**src/rtl/sirb_pkg.sv**
```systemverilog
// Shared types and constants of the sequence indexed ring buffer.
// No dependencies; every other file but sirb_chan_if imports this package.
package sirb_pkg;

  localparam int DEFAULT_DEPTH        = 4096;
  localparam int DEFAULT_MAX_READ_RUN = 64;

  localparam logic [12:0] CAPACITY_RESET = 13'd4096;
  localparam logic [15:0] START_RESET    = 16'd0;

  localparam logic [2:0] MODE_WRITE     = 3'd0;
  localparam logic [2:0] MODE_READ      = 3'd1;
  localparam logic [2:0] MODE_SET_WRITE = 3'd2;
  localparam logic [2:0] MODE_SET_READ  = 3'd3;
  localparam logic [2:0] MODE_SET_KEPT  = 3'd4;
  localparam logic [2:0] MODE_QUERY     = 3'd5;

  localparam logic [1:0] REG_CAPACITY = 2'd0;
  localparam logic [1:0] REG_START    = 2'd1;

  typedef struct packed {
    logic [2:0]  mode;
    logic [15:0] position;
    logic [12:0] length;
    logic [11:0] offset;
    logic [7:0]  data_in;
    logic        commit;
    logic        retain;
  } in_item_t;

  typedef struct packed {
    logic        status;
    logic [7:0]  data_out;
    logic [15:0] amount;
    logic [15:0] used;
    logic [15:0] free_space;
    logic [15:0] readable;
    logic [15:0] last_written;
    logic        last;
  } out_item_t;

  typedef struct packed {
    logic [1:0]  index;
    logic [15:0] value;
  } cfg_write_t;

  typedef enum logic [2:0] {
    ST_CLEAR,
    ST_IDLE,
    ST_MOD,
    ST_EXEC,
    ST_RD_MEM,
    ST_RD_OUT
  } state_t;

  typedef struct packed {
    logic load_item;
    logic mod_start;
    logic exec;
    logic rd_start;
    logic mem_rd;
    logic rd_emit;
    logic clr_write;
  } ctrl_cmd_t;

  typedef struct packed {
    logic need_mod;
    logic is_read;
    logic n_zero;
    logic mod_done;
    logic out_free;
    logic rd_last;
    logic clr_done;
  } dp_status_t;

endpackage

```
**src/rtl/sirb_ctrl.sv**
```systemverilog
// Controller state machine: sequences clear, accept, remainder wait, execute and reads.
// Depends on sirb_pkg.
module sirb_ctrl
  import sirb_pkg::*;
(
  input  logic       clk,
  input  logic       rst,
  input  logic       in_valid,
  output logic       in_ready,
  input  dp_status_t sts,
  output ctrl_cmd_t  cmd
);

  state_t state, state_next;

  always_ff @(posedge clk) begin
    if (rst) state <= ST_CLEAR;
    else state <= state_next;
  end

  always_comb begin
    state_next = state;
    cmd        = '0;
    in_ready   = 1'b0;
    unique case (state)
      ST_CLEAR: begin
        cmd.clr_write = 1'b1;
        if (sts.clr_done) state_next = ST_IDLE;
      end
      ST_IDLE: begin
        in_ready = 1'b1;
        if (in_valid) begin
          cmd.load_item = 1'b1;
          if (sts.need_mod) begin
            cmd.mod_start = 1'b1;
            state_next    = ST_MOD;
          end else begin
            state_next = ST_EXEC;
          end
        end
      end
      ST_MOD: begin
        if (sts.mod_done) state_next = ST_EXEC;
      end
      ST_EXEC: begin
        if (sts.is_read && !sts.n_zero) begin
          cmd.rd_start = 1'b1;
          state_next   = ST_RD_MEM;
        end else if (sts.out_free) begin
          cmd.exec   = 1'b1;
          state_next = ST_IDLE;
        end
      end
      ST_RD_MEM: begin
        cmd.mem_rd = 1'b1;
        state_next = ST_RD_OUT;
      end
      ST_RD_OUT: begin
        if (sts.out_free) begin
          cmd.rd_emit = 1'b1;
          state_next  = sts.rd_last ? ST_IDLE : ST_RD_MEM;
        end
      end
      default: state_next = ST_IDLE;
    endcase
  end

endmodule
```
**config.mk**
```make
export PLATFORM = sky130hd
export DESIGN_NAME = sirb_ctrl
export DESIGN_NICKNAME = d
export VERILOG_FILES = /design/src/rtl/sirb_pkg.sv /design/src/rtl/sirb_ctrl.sv
export SDC_FILE = /design/constraint.sdc
export NUM_CORES = 1
export LEC_CHECK = 0
export BUFFER_PORTS_ARGS = -buffer_cell sky130_fd_sc_hd__buf_2
export CAP_MARGIN = 10
export CORE_AREA = 5 5 42 44
export CTS_CLUSTER_DIAMETER = 200
export DETAILED_ROUTE_END_ITERATION = 7
export DIE_AREA = 0 0 47 49
export GPL_TIMING_DRIVEN = 0
export MAX_ROUTING_LAYER = met4
export SLEW_MARGIN = 20
export SYNTH_ARGS = -nofsm -noshare
export SYNTH_HDL_FRONTEND = slang
export SYNTH_SLANG_ARGS = --single-unit
```
**constraint.sdc**
```tcl
create_clock -name clk -period 2.1 [get_ports clk]
set_input_delay 0.315 -clock clk [delete_from_list [all_inputs] [get_ports clk]]
set_output_delay 0.315 -clock clk [all_outputs]
set_load 0.005 [all_outputs]
```
======== Yosys cells after proc, flatten, opt, wreduce, memory -nomap -nowiden ========
Cells that the tools add are included.
word-level totals
  bits in registers ....................... 3
  word-level logic and storage cells ...... 35
operators by class
  muxes and demuxes ....................... 20
  equal/unequal tests ..................... 10
  reduce and logical (&&, ||, !) cells .... 4
operators by type and width
  cell                  number
  $mux W3               7
  $pmux W3 S6           1
  $mux W1               9
  $ne A2 B2 Y1 const B  4
  $eq A3 B2 Y1 const B  2
  $eq A3 B3 Y1 const B  2
  $mux W2               3
  $reduce_and A5 Y1     1
  $eq A3 B1 Y1 const B  1
  $logic_not A3 Y1      1
  $ne A3 B3 Y1 const B  1
  $logic_and A1 B1 Y1   1
  $logic_not A1 Y1      1

======== Depth between registers and ports, before layout ========
Gate-level depths: netlist of run 1.
  word-level depth ........................ 4
  gate-level depth with buffers ........... 5

======== Worst setup path after synthesis of run 1 ========
No wires, ideal clock.
  kind .................................... reg-to-reg
  start ................................... register state[0]
  end ..................................... register state[0]
  cell stages (with the launch flop) ...... 6
  path slack .............................. 0.830 ns
  arrival time ............................ 1.147 ns
  data required time ...................... 1.977 ns
  clock period less this slack ............ 1.270 ns
  setup time .............................. 0.123 ns
  cells stage by stage .................... dfxtp_1 buf_4 nor4_1 a21oi_1 o21ai_0 mux2_1
between the ends
  longest elaborated chain between the ends .. 3
  elaborated cells between the ends (all ways) .. 13
RTL lines
  item                                                           RTL line         RTL
  from (decl)                                                    sirb_ctrl.sv:14  state_t state, state_next;
  from (signal assigned)                                         sirb_ctrl.sv:18  else state <= state_next;
  $eq A3 B2 Y1 (tied with other cells)                           sirb_ctrl.sv:25  unique case (state)
  $ne A3 B3 Y1 (no line) / $ne A2 B2 Y1 (equally long branches)  -
  $reduce_and A5 Y1 (no line)                                    -
Several ways; a longest one is shown, not always the timed one.
A chain may end at the register's enable or synchronous reset.

==> results by stage, run 1 <==
Status:
- The flow ran to the end, and the final reports show no timing, DRC or antenna violations.

Routing:
- In this run, the number of DRC markers left after iteration 0 of detailed routing was 1.
- After detailed routing, the total wire length is 792 µm.
- The detail-routed via count per cell is 4.62.
- The wire length per cell is 10.7 µm.
- Once detail routing completed, the nets flagged for antenna violations numbered 0.
- The first detailed-routing pass took 3 iterations.
- The count of unresolved DRC violations after routing is 0.
- The via total after detailed routing is 342.

STA:
- At the pin with the least slew margin, the transition time is 0.321 ns.
- The number of slew-limit violations in the final report is 0.
- On the final layout, the worst clock skew is 0.0000540 ns.
- Setup total negative slack on the finished layout was measured at 0 ns.
- Measured against its own limit, the worst slew margin works out to 78.4%.
- The portion of the clock cycle consumed by the worst path in the final layout is 78.9%.
- The hold violation count in the final report came to 0.
- Setup repair after global routing left no endpoint under its margin.
- Derived from the worst setup path, the maximum achievable clock frequency is 604 MHz.
- The worst path in the final design needs a cycle of 1.66 ns, including I/O delays and setup.
- The count of final setup violators is 0.

CTS:
- The number of buffers added to fix hold violations after cts is 0.
- In this run the post-CTS setup repair buffer count came out at 0.
- TritonCTS built the clock tree.
- At the later pin of the worst-skew pair, clock insertion delay measures 0.23 ns.
- The number of H-tree levels is 1.
- The clock passes through at most 2 buffers.
- The clock drives 3 sinks.
- The cell chosen for the clock root is clkbuf_4.
- The post-cts gate resize count is 0.
- The total clock buffers created by CTS is 3.
- Clock-pin slew was measured on the worst setup and hold paths at 0.04 ns.

Yosys:
- The number of synthesized flops with an enable pin is 0.
- Counting flops with an async set or reset pin after synthesis yields a share of 0%.
- The Yosys warning count is 0.
- The average cell area after synthesis is 7.95 µm².
- Synthesis produced 37 cells.
- The number of distinct library cells after synthesis is 26.
- Synthesis inferred 3 register bits.
- Sequential elements use 20.4% of the synthesized area.
- In this run the cell area of the synthesized design comes to 294 µm².
- Among all flip-flop cells after synthesis, the most frequent one is dfxtp_1.
- The post-synth net total is 47.

Setup path:
- The signal on the critical path passes through buf_4 > inv_2 > nor3_2 > and3_1 > buf_2.
- For the worst setup path, the data required time is 1.78 ns.
- By startpoint and endpoint, the worst setup path is classified as flip-flop to primary output.
- The number of buffers and inverters on the critical path is 3.
- The maximum cell stage delay along the critical path is 0.30 ns.
- Along the worst path, the maximum fanout reaches 9.
- The slowest stage of the critical path is the dfxtp_1 cell.
- The arrival time at the worst endpoint is 1.34 ns.
- The startpoint kind of the worst setup timing path is a flip-flop.
- The element type at the critical path end is a primary output.
- In this run the register-to-register setup slack is 0.72 ns.
- On the critical path the largest part of the delay comes from simple AND/OR/NAND/NOR gates.

Layout:
- The final cell count without fillers is 74.
- The final non-filler cell area is 425 µm².
- The number of fillers in the final layout is 161.
- The final antenna diode count is 0.
- The most common cell after layout, fill and taps aside is buf_2.
- The number of nets in the layout is 69.
- The fraction of final layout cells with drive strength greater than 1 is 46.6%.
- The largest registers in the layout are state (3).
- From synthesis to final layout, the design area changed by 44.7%.
- Across the whole layout, storage elements account for 60.1 µm².
- The flip-flop count of the largest register after layout is 3.
- The combined area of the multi-input logic cells is 211 µm².
- The top cell types in the final layout, fill and taps aside, are buf_2, nor2_1, nor3_1, clkbuf_4, dfxtp_1.
- The largest register by flop count is state.

Floorplan:
- The die footprint is 2300 µm².
- After floorplanning, the core was sized to cover 1400 µm².
- The I/O pin total is 18.
- The number of cell rows is 14.
- The die width is 47 µm.
- The vertical die dimension is 49 µm.
- Once the floorplan was initialized, standard cells occupied 21.0% of the core.

Run:
- The max-capacitance violation count is 0.

Pwr:
- IR analysis of the VDD net gives a maximum drop of 0.297 mV.
- The power density over the cells is 776 nW/µm².
- In this run the power spent charging and discharging nets is 120 µW.
- For this design the static power due to leakage is 0.000210 µW.
- Per report_power, the clock group accounts for 31.0% of the total.
- The fraction of power consumed by sequential logic is 23.3%.
- The internal power contribution is 210 µW.
- The relative contribution of combinational cells to total power is 45.8%.
- Net switching is 36.4% of the power.

GRT:
- The number of antenna violations at the first check in global routing came to 0.
- Entering global routing, the biggest net connects 10 pins.
- In the global route stage, overall resource usage came out at 8.38%.
- The wire length of the first global-routing pass is 1330 µm.
- Global routing finished with a remaining overflow of 0.
- The number of global-route vias before repair was 326.

Placed design:
- The placer's final routability congestion estimate is 0.719.
- Buffers placed on the I/O ports in this run total 17.
- The wire-length estimate of the detail-placed layout is 656 µm.
- The standard cell area after detailed placement is 399 µm².
- The cell total after placement is 70.

Hold path:
- The class of the most critical hold timing path is primary input to flip-flop.
-- metrics by stage --
step	hold WS (ns)	util [%]	worst slack, ns	total power [µW]
after floorplan	0.392	-	0.830	182
after global placement	0.550	28.5	0.651	231
after detailed placement	0.562	28.5	0.640	231
after CTS	0.316	30.4	0.427	339
after global routing	0.331	30.4	0.339	364
final	0.324	30.4	0.443	330
-- synthesized netlist by cell type, drive strengths merged, types with 2 or more instances --
| master | number | area share, % |
|---|---|---|
| inv | 2 | 2.6 |
| nand2b | 3 | 8.9 |
| dfxtp | 3 | 20 |
| nor3 | 5 | 14 |
| a21oi | 2 | 3.4 |
| buf | 2 | 5.1 |
| nor2 | 5 | 6.4 |
-- cell type report --
| cell class | instances | share of cell area, % |
|---|---|---|
| Multi-Input combinational cell | 30 | 49.7 |
| Timing Repair Buffer | 17 | 20.0 |
| Sequential cell | 3 | 14.1 |
| Clock buffer | 4 | 6.18 |
| Tap cell | 16 | 4.71 |
| Buffer | 2 | 3.53 |
| Inverter | 2 | 1.76 |
-- worst register-to-register path, delay by kind of cell (launching register included) --
family | cells | cell delay, ns
AO/OA/AOI/OAI | 1 | 0.31
multiplexers | 1 | 0.35
AND/OR/NAND/NOR | 1 | 0.11
flip-flops | 1 | 0.49
-- routing by layer --
layer  routed length, µm  part of all wire [%]  vias up  global-route usage [%]
li1                    -                     -      179                       -
met1                 343                    43      151                    10.6
met2                 362                    46       12                    10.6
met3                  85                    11        0                    5.54
met4                   0                     0        0                    2.76
met5                   0                     0        -                       -
-- power by group through the flow --
| stage | clock [µW] | combinational [µW] | sequential (µW) |
|---|---|---|---|
| 2_1_floorplan | 0 | 106 | 75.9 |
| 3_3_place_gp | 0 | 154 | 77.4 |
| 3_5_place_dp | 0 | 154 | 77.0 |
| 4_1_cts | 108 | 154 | 76.6 |
| 5_1_grt | 117 | 169 | 77.8 |
| 6_report | 102 | 151 | 76.8 |
-- final timing paths --
kind | startpoint | to | cells past startpoint
max | state[0]$_SDFFE_PP0P_ | cmd[5] | 5
min reg2reg | state[2]$_SDFFE_PP0P_ | state[1]$_SDFFE_PP0P_ | 2
min | rst | state[1]$_SDFFE_PP0P_ | 2
max reg2reg | state[1]$_SDFFE_PP0P_ | state[0]$_SDFFE_PP0P_ | 3
-- cells by family after synthesis --
kind of cell,Yosys count,share of synthesized area (%)
AND/OR/NAND/NOR,19,41.7
AO/OA/AOI/OAI,9,23.0
buffers and inverters,4,7.66
flip-flops,3,20.4
multiplexers,2,7.23
No activity file was read; power rests on OpenSTA's default activity.
==> run 2: changes to the inputs <==
==> constraint.sdc (replaced) <==
create_clock -name clk -period 1.3 [get_ports clk]
set_input_delay 0.195 -clock clk [delete_from_list [all_inputs] [get_ports clk]]
set_output_delay 0.195 -clock clk [all_outputs]
set_load 0.005 [all_outputs]
==> run 2 against run 1 <==
The run now ends with negative setup slack left. Setup slack got worse by 0.50 ns. Critical path type unchanged. Clock power increased by 62%. Largest power group unchanged. Largest cell class unchanged. Highest routed layer unchanged. Non-clock buffer count increased by 2. Critical path depth unchanged. Count of clock-buffer cells in the layout unchanged. Sequential share of layout area increased by 0.51 points. Combinational power increased by 110%.
==> results by stage, run 2 (synthesis results as in run 1) <==
Layout:
- The core occupancy in the finished layout is 33.6%.
- The final antenna diode count is 0.
- The largest register by flop count is state.
- The number of nets in the layout is 71.
- The largest registers in the layout are state (3).
- The register with the most flip-flops in the layout has 3 of them.
- After routing the design area is 470 µm².
- The fraction of final layout cells with drive strength greater than 1 is 56.7%.
- The area growth from synthesis to layout is 60.0%.
- Leaving out fill and tap cells, the most frequent cells in the layout are buf_2, nor2_1, nor3_1, clkbuf_4.
- The most common cell after layout, fill and taps aside is buf_2.

GRT:
- For met3 alone, demand over resource in global routing was 5.54%.
- The global routing usage on met1 is 11.0%.
- The met2 global-route usage is 12.9%.
- After global routing, the most crowded layer is met2.
- The number of global-route vias before repair is 355.
- Global routing used 9.25% of the available tracks.
- The overall overflow remaining after global route is 0.
- The wire length of the first global-routing pass is 1490 µm.
- Entering global routing, the biggest net connects 9 pins.
- The number of antenna violations at the first check in global routing was 0.

CTS:
- The number of H-tree levels is 1.
- The worst-skew pair later-pin latency is 0.23 ns.
- The clock tree buffer depth is 2.
- Clock tree synthesis selected as its root buffer the cell clkbuf_4.
- The total clock buffers created by CTS is 3.
- The number of buffers added to fix hold violations after cts is 0.
- TritonCTS built the clock tree.
- The number of clock sinks seen by CTS is 3.
- Clock-pin slew was measured on the worst setup and hold paths at 0.04 ns.

Setup path:
- The arrival time at the worst endpoint is 1.16 ns.
- The class of the most critical setup path is flip-flop to primary output.
- The largest fanout of any net on the critical path is 5.
- STA classifies the critical path startpoint as a flip-flop.
- The worst setup path is captured at a primary output.
- The required time of the critical path is 1.11 ns.

Floorplan:
- The effective utilization at floorplan is 21.0%.
- In this run the horizontal extent of the chip is 47 µm.
- The core region is 1400 µm².
- The initialized floorplan defines 14 standard-cell rows.
- The die footprint is 2300 µm².
- The floorplan step set the die height to 49 µm.
- For this design the top-level I/O count stands at 18.

STA:
- The number of slew-limit violations in the final report is 0.
- Setup violations remaining at the end of the flow were counted as 4.
- Across the routed clock network, the largest skew measured is 0.000256 ns.
- In the post-route analysis, the smallest setup slack over all paths is -0.0587 ns.
- Derived from the worst setup path, the maximum achievable clock frequency is 736 MHz.
- Setup repair after global routing could not meet its margin everywhere.
- The total negative setup slack is -0.160 ns.
- The hold violation count in the final report is 0.
- The worst path uses 105% of the clock period.
- The worst max-slew margin expressed relative to the limit is 83.3%.
- The transition time at the pin with the least slew margin is 0.250 ns.
- The routed design could run at a clock period as short as 1.36 ns.

Routing:
- The detail-routed via count per cell is 4.55.
- The post-detailed-routing wire length is 864 µm.
- The iteration count of the initial detailed-routing pass is 1.
- The final route contains 346 vias.
- The wire length per cell is 11.4 µm.
- The count of unresolved DRC violations after routing is 0.
- The post-route antenna net violation count is 0.
- The number of DRC markers after the initial detailed-route iteration is 0.

Pwr:
- Power spread over the standard cell area amounts to 1300 nW/µm².
- Summing internal, switching and leakage power gives 613 µW.
- The total leakage power is 0.000225 µW.
- The worst ir drop on vdd is 0.484 mV.

Placed design:
- Input and output buffers added on the ports amount to 17.
- Once placement finished, the instance area stood at 399 µm².
- At the end of routability-driven placement, the weighted congestion stood at 0.719.
- The HPWL reported at the end of detailed placement is 656 µm.

Run:
- The max-capacitance violation count is 0.

Status:
- The run finished, with violations left.
- The checks that failed: negative setup slack.

Hold path:
- The path class of the tightest hold or removal check is primary input to flip-flop.
## run 2: cell types whose count changed in the layout (fill, tap and decap cells not counted), sizes merged
cell and change:
buf +2
## run 2: final timing paths
path / startpoint / to / slack (ns) / cells after the start
worst min register to register: state[2]$_SDFFE_PP0P_ / state[1]$_SDFFE_PP0P_ / 0.51 / 1
worst max-delay path: state[0]$_SDFFE_PP0P_ / cmd[5] / -0.06 / 5
worst max register to register: state[0]$_SDFFE_PP0P_ / state[0]$_SDFFE_PP0P_ / -0.06 / 6
worst min-delay path: rst / state[1]$_SDFFE_PP0P_ / 0.19 / 2
## run 2: layout make-up
class | instances | area (µm²)
inverters | 2 | 12.5
flip-flops and latches | 3 | 68.8
fillers | 159 | 931
well taps | 16 | 20.0
plain buffers | 1 | 11.3
clock buffers | 4 | 26.3
repair buffers | 20 | 105
multi-input cells | 30 | 226
## run 2: per-stage QoR
| step | setup WS (ns) | hold WS [ns] | instances |
|---|---|---|---|
| 2_1_floorplan | 0.0297 | 0.272 | 37 |
| 3_3_place_gp | -0.0778 | 0.440 | 70 |
| 3_5_place_dp | -0.0707 | 0.448 | 70 |
| 4_1_cts | -0.0722 | 0.189 | 75 |
| 5_1_grt | -0.157 | 0.201 | 76 |
| 6_report | -0.0587 | 0.193 | 76 |
## run 2: report_power, final
| part | internal, µW | switching, µW |
|---|---|---|
| clock | 115 | 50.1 |
| sequential | 112 | 23.3 |
| combinational | 163 | 150 |
| total | 390 | 223 |
## run 2: critical path, cell delays in order (launching register included)
cell and delay [ns]:
dfxtp_2 0.32, buf_6 0.11, inv_6 0.04, nor3_4 0.15
and3_1 0.19, buf_2 0.11
## run 2: per-layer routing
| layer | up-vias | wire length, µm |
|---|---|---|
| met1 | 151 | 381 |
| met4 | 0 | 0 |
| met2 | 12 | 396 |
| li1 | 183 | - |
| met5 | - | 0 |
| met3 | 0 | 85 |
## run 2: what timing repair did
item,in CTS,in global routing
cloned,1,0
setup endpoints to repair,7,7
pin swaps,5,4
setup buffers,1,1
gates resized for setup,10,2
==> run 3: changes to the inputs <==
--- a/config.mk
+++ b/config.mk
@@ -13,6 +13,7 @@
 export DIE_AREA = 0 0 47 49
 export GPL_TIMING_DRIVEN = 0
 export MAX_ROUTING_LAYER = met4
+export SETUP_SLACK_MARGIN = 0.4
 export SLEW_MARGIN = 20
 export SYNTH_ARGS = -nofsm -noshare
 export SYNTH_HDL_FRONTEND = slang
==> run 3 against run 2 <==
First-iteration DRC count grew 8. Die area is the same. Largest cell class unchanged. Wire length grew 39%. Sequential share of layout area shrank 4.4 points. Non-clock buffer count grew 8. Clock skew grew 0.00061 ns. Global-route usage grew 0.64 points. Total power grew 30%. Critical path depth grew 1. Combinational power grew 59%. Core utilization grew 11 points. The flow still finishes with violations (negative setup slack). Hold slack gained 0.048 ns.
==> results by stage, run 3 (synthesis results as in run 1) <==
Floorplan:
- The floorplan has 14 rows.
- From bottom edge to top edge, the die measures 49 µm.
- For this configuration, the core starts out at a cell density of 21.0%.
- The core region area is 1400 µm².
- 18 I/O pins were placed.
- The floorplan step set the die width to 47 µm.
- The die covers 2300 µm².

Routing:
- In the routed layout, each cell is associated on average with a via count of 5.05.
- The post-route antenna net violation count is 0.
- The final layout contains routed wiring with a total length of 1200 µm.
- The wire length per cell is 14.3 µm.
- The number of DRC markers after the initial detailed-route iteration is 8.
- The via total after detailed routing is 424.
- The iteration count of the initial detailed-routing pass is 4.
- The count of unresolved DRC violations after routing is 0.

Pwr:
- IR analysis of the VDD net gives a maximum drop of 0.393 mV.
- Sequential cells burn 17.4% of the power.
- The analysis attributes to net switching a power of 294 µW.
- Net switching is 37.0% of the power.
- The internal power contribution is 502 µW.
- For this design the ratio of total power to cell area is 1280 nW/µm².
- After layout, the design draws a total of 796 µW.
- In this run the static leakage power is 0.000297 µW.
- The share of total power dissipated in the clock network is 20.1%.
- The relative contribution of combinational cells to total power is 62.5%.

CTS:
- The cell chosen for the clock root is clkbuf_4.
- Counting along the longest clock path gives a buffer depth of 2.
- The number of H-tree levels is 1.
- The total clock buffers created by CTS is 3.
- For this design, the sink count on the clock tree is 3.
- The clock input transition at the sequential cells of the worst setup and hold paths is 0.04 ns.
- The worst-skew pair later-pin latency is 0.23 ns.
- TritonCTS built the clock tree.

Hold path:
- The worst hold path was traced through 2 stages.
- The path class of the tightest hold or removal check is primary input to flip-flop.

STA:
- The worst max-slew margin expressed relative to the limit is 81.3%.
- Setup repair after global routing could not meet its margin everywhere.
- The maximum clock frequency is 720 MHz.
- The transition time at the pin with the least slew margin is 0.280 ns.
- The hold violation count in the final report is 0.
- The number of slew-limit violations in the final report came to 0.
- The count of final setup violators is 8.
- The time the worst path needs with I/O delays and setup is 1.39 ns.
- Across the routed clock network, the largest skew measured is 0.000870 ns.
- After layout, the worst setup slack is -0.0887 ns.
- The portion of the clock cycle consumed by the worst path in the final layout is 107%.

GRT:
- The number of antenna violations at the first check in global routing is 0.
- The global-route total usage across every layer is 9.89%.
- The number of global-route vias before repair came to 386.
- After global routing the overflow that remains totals 0.
- The wire length of the first global-routing pass is 1610 µm.
- Entering global routing, the biggest net connects 9 pins.

Setup path:
- The worst register-to-register path begins at state[2]$_SDFFE_PP0P_.
- The signal on the critical path passes through buf_6 > buf_6 > nand3b_1 > nor2_1 > a2111oi_4 > mux2_4.
- The startpoint kind of the worst setup timing path is a flip-flop.
- The worst setup path is captured at a flip-flop.
- Data on the critical path is required at its endpoint by 1.41 ns.
- The most numerous cell type found on the critical path is buf_6.
- The class of the most critical setup path is flip-flop to flip-flop.
- Along the worst path, the maximum fanout reaches 7.
- In this run the critical register-to-register path is captured at state[0]$_SDFFE_PP0P_.
- For the worst setup path, the data arrival time is 1.50 ns.
- The maximum cell stage delay along the critical path is 0.32 ns.
- The startpoint of the worst setup timing path is state[2]$_SDFFE_PP0P_.
- Counting cells, the worst reg-to-reg path comes to 6.
- The highest-delay cell along the critical path is dfxtp_2.
- The most critical setup path has its endpoint at state[0]$_SDFFE_PP0P_.
- For flop-to-flop paths, the worst setup slack is -0.09 ns.

Placed design:
- The HPWL reported at the end of detailed placement is 686 µm.
- After detailed placement, the design holds a cell count of 70.
- The count of input and output buffers is 17.
- The placer's final routability congestion estimate is 0.789.
- At the placement stage, the worst setup path has a slack of -0.0201 ns.

Layout:
- After the flow finishes, the layout carries non-filler instances totaling 84.
- The area growth from synthesis to layout is 112%.
- In the layout the commonest cells are buf_2, buf_4, buf_6, nor2_1, nor3_4.
- The post-route netlist has 73.5% of its cells at a drive strength greater than 1.
- The final antenna diode count is 0.
- The net count of the finished layout is 79.
- The largest registers in the layout are state (3).
- The largest register by flop count is state.
- The most common cell after layout, fill and taps aside is buf_2.
- The register with the most flip-flops in the layout has 3 of them.

Status:
- The flow ran to the end, but the final reports show violations.
- The checks that failed: negative setup slack.

Run:
- The max-capacitance violation count is 0.
==> run 3: cell types whose count changed in the layout (fill, tap and decap cells not counted), sizes merged <==
cell / before / now
buf: 21 / 29
==> run 3: final cells by class <==
cell class / instances / area [µm²]
buffer: 2 / 22.5
timing repair buffer: 27 / 184
inverter: 2 / 15.0
clock buffer: 4 / 26.3
fill: 144 / 777
multi-input combinational: 30 / 293
tap: 16 / 20.0
sequential: 3 / 63.8
==> run 3: worst max-delay path: cells and delay by family, from the launching register on <==
kind	cells	cell delay (ns)
AND/OR/NAND/NOR	2	0.38
flip-flops	1	0.32
AO/OA/AOI/OAI	1	0.05
multiplexers	1	0.28
buffers and inverters	2	0.24
==> run 3: metal layers <==
layer	up-vias	GRT usage, %	part of all wire [%]
met3	4	3.32	5.9
met1	205	11.4	38
li1	196	-	-
met2	19	15.2	53
met4	0	4.15	3.0
met5	-	-	0
==> run 3: how the worst min path moves through the flow <==
stage,start,endpoint,slack (ns)
floorplan,rst,state[1]$_SDFFE_PP0P_,0.26
global placement,rst,state[1]$_SDFFE_PP0P_,0.43
detailed placement,rst,state[1]$_SDFFE_PP0P_,0.44
CTS,rst,state[1]$_SDFFE_PP0P_,0.19
global route,rst,state[1]$_SDFFE_PP0P_,0.24
finish,rst,state[1]$_SDFFE_PP0P_,0.24
==> run 3: stage by stage <==
step / util [%] / instance area, µm² / hold slack (ns) / TNS (ns)
final: 44.6 / 624 / 0.241 / -0.308
after global routing: 44.6 / 624 / 0.236 / -0.977
after CTS: 37.1 / 519 / 0.193 / -0.153
after detailed placement: 30.4 / 425 / 0.438 / -0.0201
after global placement: 30.4 / 425 / 0.433 / -0.00288
after floorplan: - / 320 / 0.264 / 0
==> run 3: power groups by stage <==
stage | registers (µW) | logic, µW | clock network, µW
2_1_floorplan | 129 | 206 | 0
3_3_place_gp | 132 | 282 | 0
3_5_place_dp | 133 | 283 | 0
4_1_cts | 134 | 361 | 165
5_1_grt | 140 | 539 | 188
6_report | 138 | 498 | 160
==> run 3: repair_timing <==
item | 4_1_cts | 5_1_grt
hold buffers | 0 | 0
buffers inserted | 7 | 3
pin swaps | 9 | 6
endpoints found under the setup margin | 11 | 11
resized for setup | 5 | 13
